## config.mk

```make
export PLATFORM = sky130hd
export DESIGN_NAME = lmq_mac
export DESIGN_NICKNAME = d
export VERILOG_FILES = /design/src/hw/rtl/lmq_pkg.sv /design/src/hw/rtl/lmq_mac.sv
export SDC_FILE = /design/constraint.sdc
export NUM_CORES = 1
export LEC_CHECK = 0
export BUFFER_PORTS_ARGS = -buffer_cell sky130_fd_sc_hd__buf_2
export CAP_MARGIN = 5
export CORE_ASPECT_RATIO = 0.8
export CORE_MARGIN = 3
export CORE_UTILIZATION = 65
export DETAILED_ROUTE_END_ITERATION = 10
export PLACE_DENSITY = 0.9
export SYNTH_ARGS = -nofsm -noshare
export SYNTH_HDL_FRONTEND = slang
export SYNTH_SLANG_ARGS = --single-unit
```

## constraint.sdc

```tcl
create_clock -name i_clk -period 18.5 [get_ports i_clk]
set_input_delay 0.925 -clock i_clk [delete_from_list [all_inputs] [get_ports i_clk]]
set_output_delay 0.925 -clock i_clk [all_outputs]
set_load 0.1 [all_outputs]
```

## src/hw/rtl/lmq_pkg.sv

```systemverilog
// ----------------------------------------------------------------------------
// lmq_pkg
// Shared types and constants of the Lloyd-Max quantizer design unit: the
// command and result payloads, the sequencer states and the accumulator
// control group.
// ----------------------------------------------------------------------------
`default_nettype none

package lmq_pkg;

    // Fixed field widths
    localparam int SYM_W      = 6;
    localparam int WEIGHT_W   = 16;
    localparam int SUM_W      = 38;
    localparam int PASS_W     = 10;
    localparam int CNT_W      = 7;
    localparam int MAX_STATES = 64;

    // Command modes
    localparam logic [1:0] MODE_PROB   = 2'd0;
    localparam logic [1:0] MODE_DIST   = 2'd1;
    localparam logic [1:0] MODE_DESIGN = 2'd2;
    localparam logic [1:0] MODE_UNUSED = 2'd3;

    // Register indexes (paddr[3:2])
    localparam logic [1:0] REG_STATES = 2'd0;
    localparam logic [1:0] REG_ALPHA  = 2'd1;
    localparam logic [1:0] REG_LIMIT  = 2'd2;

    typedef struct packed {
        logic [1:0]          mode;
        logic [SYM_W-1:0]    symbol;
        logic [SYM_W-1:0]    point;
        logic [WEIGHT_W-1:0] weight;
    } t_item;

    typedef struct packed {
        logic [SYM_W-1:0]  source_symbol;
        logic [SYM_W-1:0]  mapped_point;
        logic              last_of_run;
        logic [SUM_W-1:0]  total_distortion;
        logic [PASS_W-1:0] passes_used;
    } t_result;

    // Accumulator control from the sequencer
    typedef struct packed {
        logic clear;
        logic mul;
        logic acc;
    } t_mac_ctl;

    typedef enum logic [5:0] {
        ST_IDLE,
        ST_SCAN_RD,
        ST_SCAN_CHK,
        ST_SEED_DIV,
        ST_SEED_RD,
        ST_SEED_WR,
        ST_PASS_CHK,
        ST_RG_LO,
        ST_RG_HI,
        ST_RG_SET,
        ST_TM_RD,
        ST_TM_MUL,
        ST_TM_ACC,
        ST_PT_CMP,
        ST_RG_END,
        ST_BD_INIT,
        ST_BD_P0,
        ST_BD_P1,
        ST_BD_LOOP,
        ST_BD_RA,
        ST_BD_RB,
        ST_MAP_CLR,
        ST_FL_B0,
        ST_FL_B1,
        ST_FL_M,
        ST_FL_WR,
        ST_FH_B,
        ST_FH_BS,
        ST_FH_BP,
        ST_FH_M,
        ST_FH_WR,
        ST_OUT_RD,
        ST_OUT_EM
    } t_state;

endpackage

`default_nettype wire

```

## src/hw/rtl/lmq_mac.sv

```systemverilog
// ----------------------------------------------------------------------------
// lmq_mac
// Shared multiply-accumulate unit: registers the product of a probability
// and a distortion, then adds it into a saturating 38-bit accumulator.
// ----------------------------------------------------------------------------
`default_nettype none

module lmq_mac
    import lmq_pkg::*;
(
    input  wire logic                i_clk,
    input  wire logic                i_rst_n,
    input  wire t_mac_ctl            i_ctl,
    input  wire logic [WEIGHT_W-1:0] i_prob,
    input  wire logic [WEIGHT_W-1:0] i_dist,
    output logic      [SUM_W-1:0]    o_acc
);

    logic [2*WEIGHT_W-1:0] r_prod;
    logic [SUM_W-1:0]      r_acc;
    logic [SUM_W:0]        sum;

    assign sum   = {1'b0, r_acc} + (SUM_W+1)'(r_prod);
    assign o_acc = r_acc;

    // Register the product
    always_ff @(posedge i_clk) begin
        if (i_ctl.mul) begin
            r_prod <= i_prob * i_dist;
        end
    end

    // Accumulate, clamp at full scale
    always_ff @(posedge i_clk) begin
        if (!i_rst_n) begin
            r_acc <= '0;
        end else if (i_ctl.clear) begin
            r_acc <= '0;
        end else if (i_ctl.acc) begin
            r_acc <= sum[SUM_W] ? {SUM_W{1'b1}} : sum[SUM_W-1:0];
        end
    end

endmodule

`default_nettype wire
```

==> impl_metrics.tcl <==
set metrics [dict create \
    status "finished, final reports clean" \
    cp.arrival_ns 7.05 \
    die-width_microns 161 \
    via_per_inst 5.95 \
    worstMarginPinSlew_ns 1.28 \
    grt-ovfl-total 0 \
    rsz0062_at_grt "no" \
    avgSynthCellArea_sq_um 9.02 \
    layout_common_cells "inv_1 (258), fa_1 (195), nand2_1 (169), ha_1 (136), and2_1 (124)" \
    synth_ff_type "dfxtp_1" \
    crit_type "input pin to register" \
    root_buffer "clkbuf_16" \
    postSynthCellCount 1382 \
    setup.worst_path.start_class "input pin" \
    die_h_microns 130 \
    port_buffers 74 \
    hold_violations 0 \
    async_reset_ff_share_pct 0 \
    synth_top_family_by_area "adder cells" \
    clk_pin_slew_ns 0.06 \
    fp-row-count 44 \
    synth_nets 1750 \
    muxShareOfSynthArea_pct 0 \
    drt_iter0_markers 735 \
    yosysTopAreaCell "fa_1" \
    antennaDiodeCount 0 \
    ant_nets 0 \
    clockBufferDepth 2 \
    yosysWarnings 0 \
    numCtsBuffers 9 \
    hold_class "register to register" \
    boundaryPins 75 \
    vias 9988 \
    drive_gt1_share_pct 7.99 \
    synthXorXnorAreaFrac_pct 3.86 \
    final_common_cell "inv_1" \
    setup_viol 0 \
    initial_core_util_pct 67.4 \
    drc 0 \
    cts_tree "built" \
    fin_area_sq_mm 0.0133 \
    hold_slack_ns 0.556 \
    yosys.area_share.adder_pct 44.9 \
    drtPass1Iterations 5 \
    seq_area_frac_synth_pct 13.8 \
    wl_per_cell_microns 17.2 \
    htree_levels 3 \
    maxSlewHeadroom_pct 14.2 \
    max_freq_ghz 0.145 \
    post_cts_buffers 0 \
    final_max_slew_viol_count 0 \
    fillers 1334 \
    worst_slack_ns 11.58 \
    cp_data_required_time_ns 18.63 \
    ys_types 61 \
    clock_sinks 70 \
    yosys-top-cells-area "fa_1 (31%), ha_1 (14%), inv_1 (7.8%)" \
    skew_ns 0.00916 \
    dpl-instance-area_sq_mm 0.0130 \
    min_period_ns 6.92 \
    end_kind "register" \
    clock_latency_ns 0.33 \
    dieArea_sq_mm 0.0209 \
    synth-simple-area-share_pct 15.3 \
    finalCritPeriodShare_pct 37.4 \
    coreArea_sq_mm 0.0185 \
    grt_usage_pct 28.7 \
    grt_max_degree 64 \
    antenna_found_initial 0 \
    crit_path_max_fanout 16 \
    wl_microns 28900 \
    syn2layout_area_growth_pct 6.79 \
    synth-compound-area-share_pct 12.9 \
    dp_hpwl_microns 22700 \
    tns_ns 0 \
    grt_pass1_wl_microns 48900 \
    place_ws_ns 11.29 \
    syn_area_sq_mm 0.0125 \
    cap_violations 0 \
    gp_congestion 0.893 \
    synth-seq-cells 70 \
    synth_edf_count 32 \
    ctsHoldBuffers 0 \
    synth_top_area_share_pct 31.3 \
    nNetsFinal 1789 \
    post_cts_resized 0 \
    grt_pass1_vias 10400 \
]
layer usage:
metal,up-vias,track usage [%],wire [microns],share of wire [%]
met2,437,49.8,14400,50
met3,118,4.28,1860,6.4
met4,0,11.8,1220,4.2
li1,4505,-,-,-
met1,4928,36.7,11400,40
met5,-,0,0,0
metrics by stage:
stage	utilization (%)	instances
floorplan	-	1382
global placement	70.2	1663
detailed placement	70.2	1663
CTS	72.0	1679
global route	72.0	1679
finish	72.0	1679
state kept, by name, summed over array words and instances, names as in the netlist:
signal / cells
o_acc: 38
r_prod: 32
synthesized netlist by cell type, types with 5 or more instances:
library cell / number
inv_1: 258
and3_1: 8
edfxtp_1: 32
a31oi_1: 34
clkbuf_1: 43
o21ai_0: 53
and2_1: 124
nor2b_1: 5
o21a_1: 6
o21bai_1: 11
o31ai_1: 6
nor2_1: 30
nand3_1: 20
dfxtp_1: 38
ha_1: 136
fa_1: 195
xnor2_1: 31
nor3_1: 6
xor2_1: 24
a21oi_1: 59
a211oi_1: 5
nand2_1: 169
a21o_1: 30
path summary, 6_finish.rpt:
check        startpoint    endpoint  slack, ns  cells after the start
max          i_prob[11]  r_prod[29]      11.58                     19
min           o_acc[32]   o_acc[32]       0.56                      1
max reg2reg   r_prod[0]   o_acc[35]      14.92                     12
min reg2reg   o_acc[32]   o_acc[32]       0.56                      1
cell families (layout without fill, tap and decap cells):
logic type                 count (synthesis)  after routing
and+or+nand+nor                          383            383
adders and majority gates                331            331
buffers and inverters                    304            348
AOI/OAI and AO/OA                        239            239
DFF                                       70             70
xor gates and xnor gates                  55             55
critical path: stages:
cell       delay, ns
buf_2           0.32
nand2_1         0.16
fa_1            0.52
fa_1            0.55
inv_1           0.06
fa_1            0.52
inv_1           0.06
fa_1            0.55
fa_1            0.44
fa_1            0.50
inv_1           0.04
ha_1            0.43
a21boi_0        0.43
a2111oi_4       0.10
o31ai_4         0.37
a2111oi_4       0.13
o31ai_1         0.45
o21ai_0         0.18
o311ai_0        0.31
cell type report:
class | count | area, sq um | share of cell area, %
inverters | 258 | 968 | 7.27
flip-flops and latches | 70 | 1720 | 12.9
clock inverters | 5 | 81.3 | 0.611
multi-input cells | 1008 | 9610 | 72.1
well taps | 253 | 317 | 2.38
repair buffers | 74 | 370 | 2.78
clock buffers | 11 | 253 | 1.90
Power is left out: the tool's default activity adds up to more than one toggle a clock period on the data nets, which glitch-free logic cannot reach.
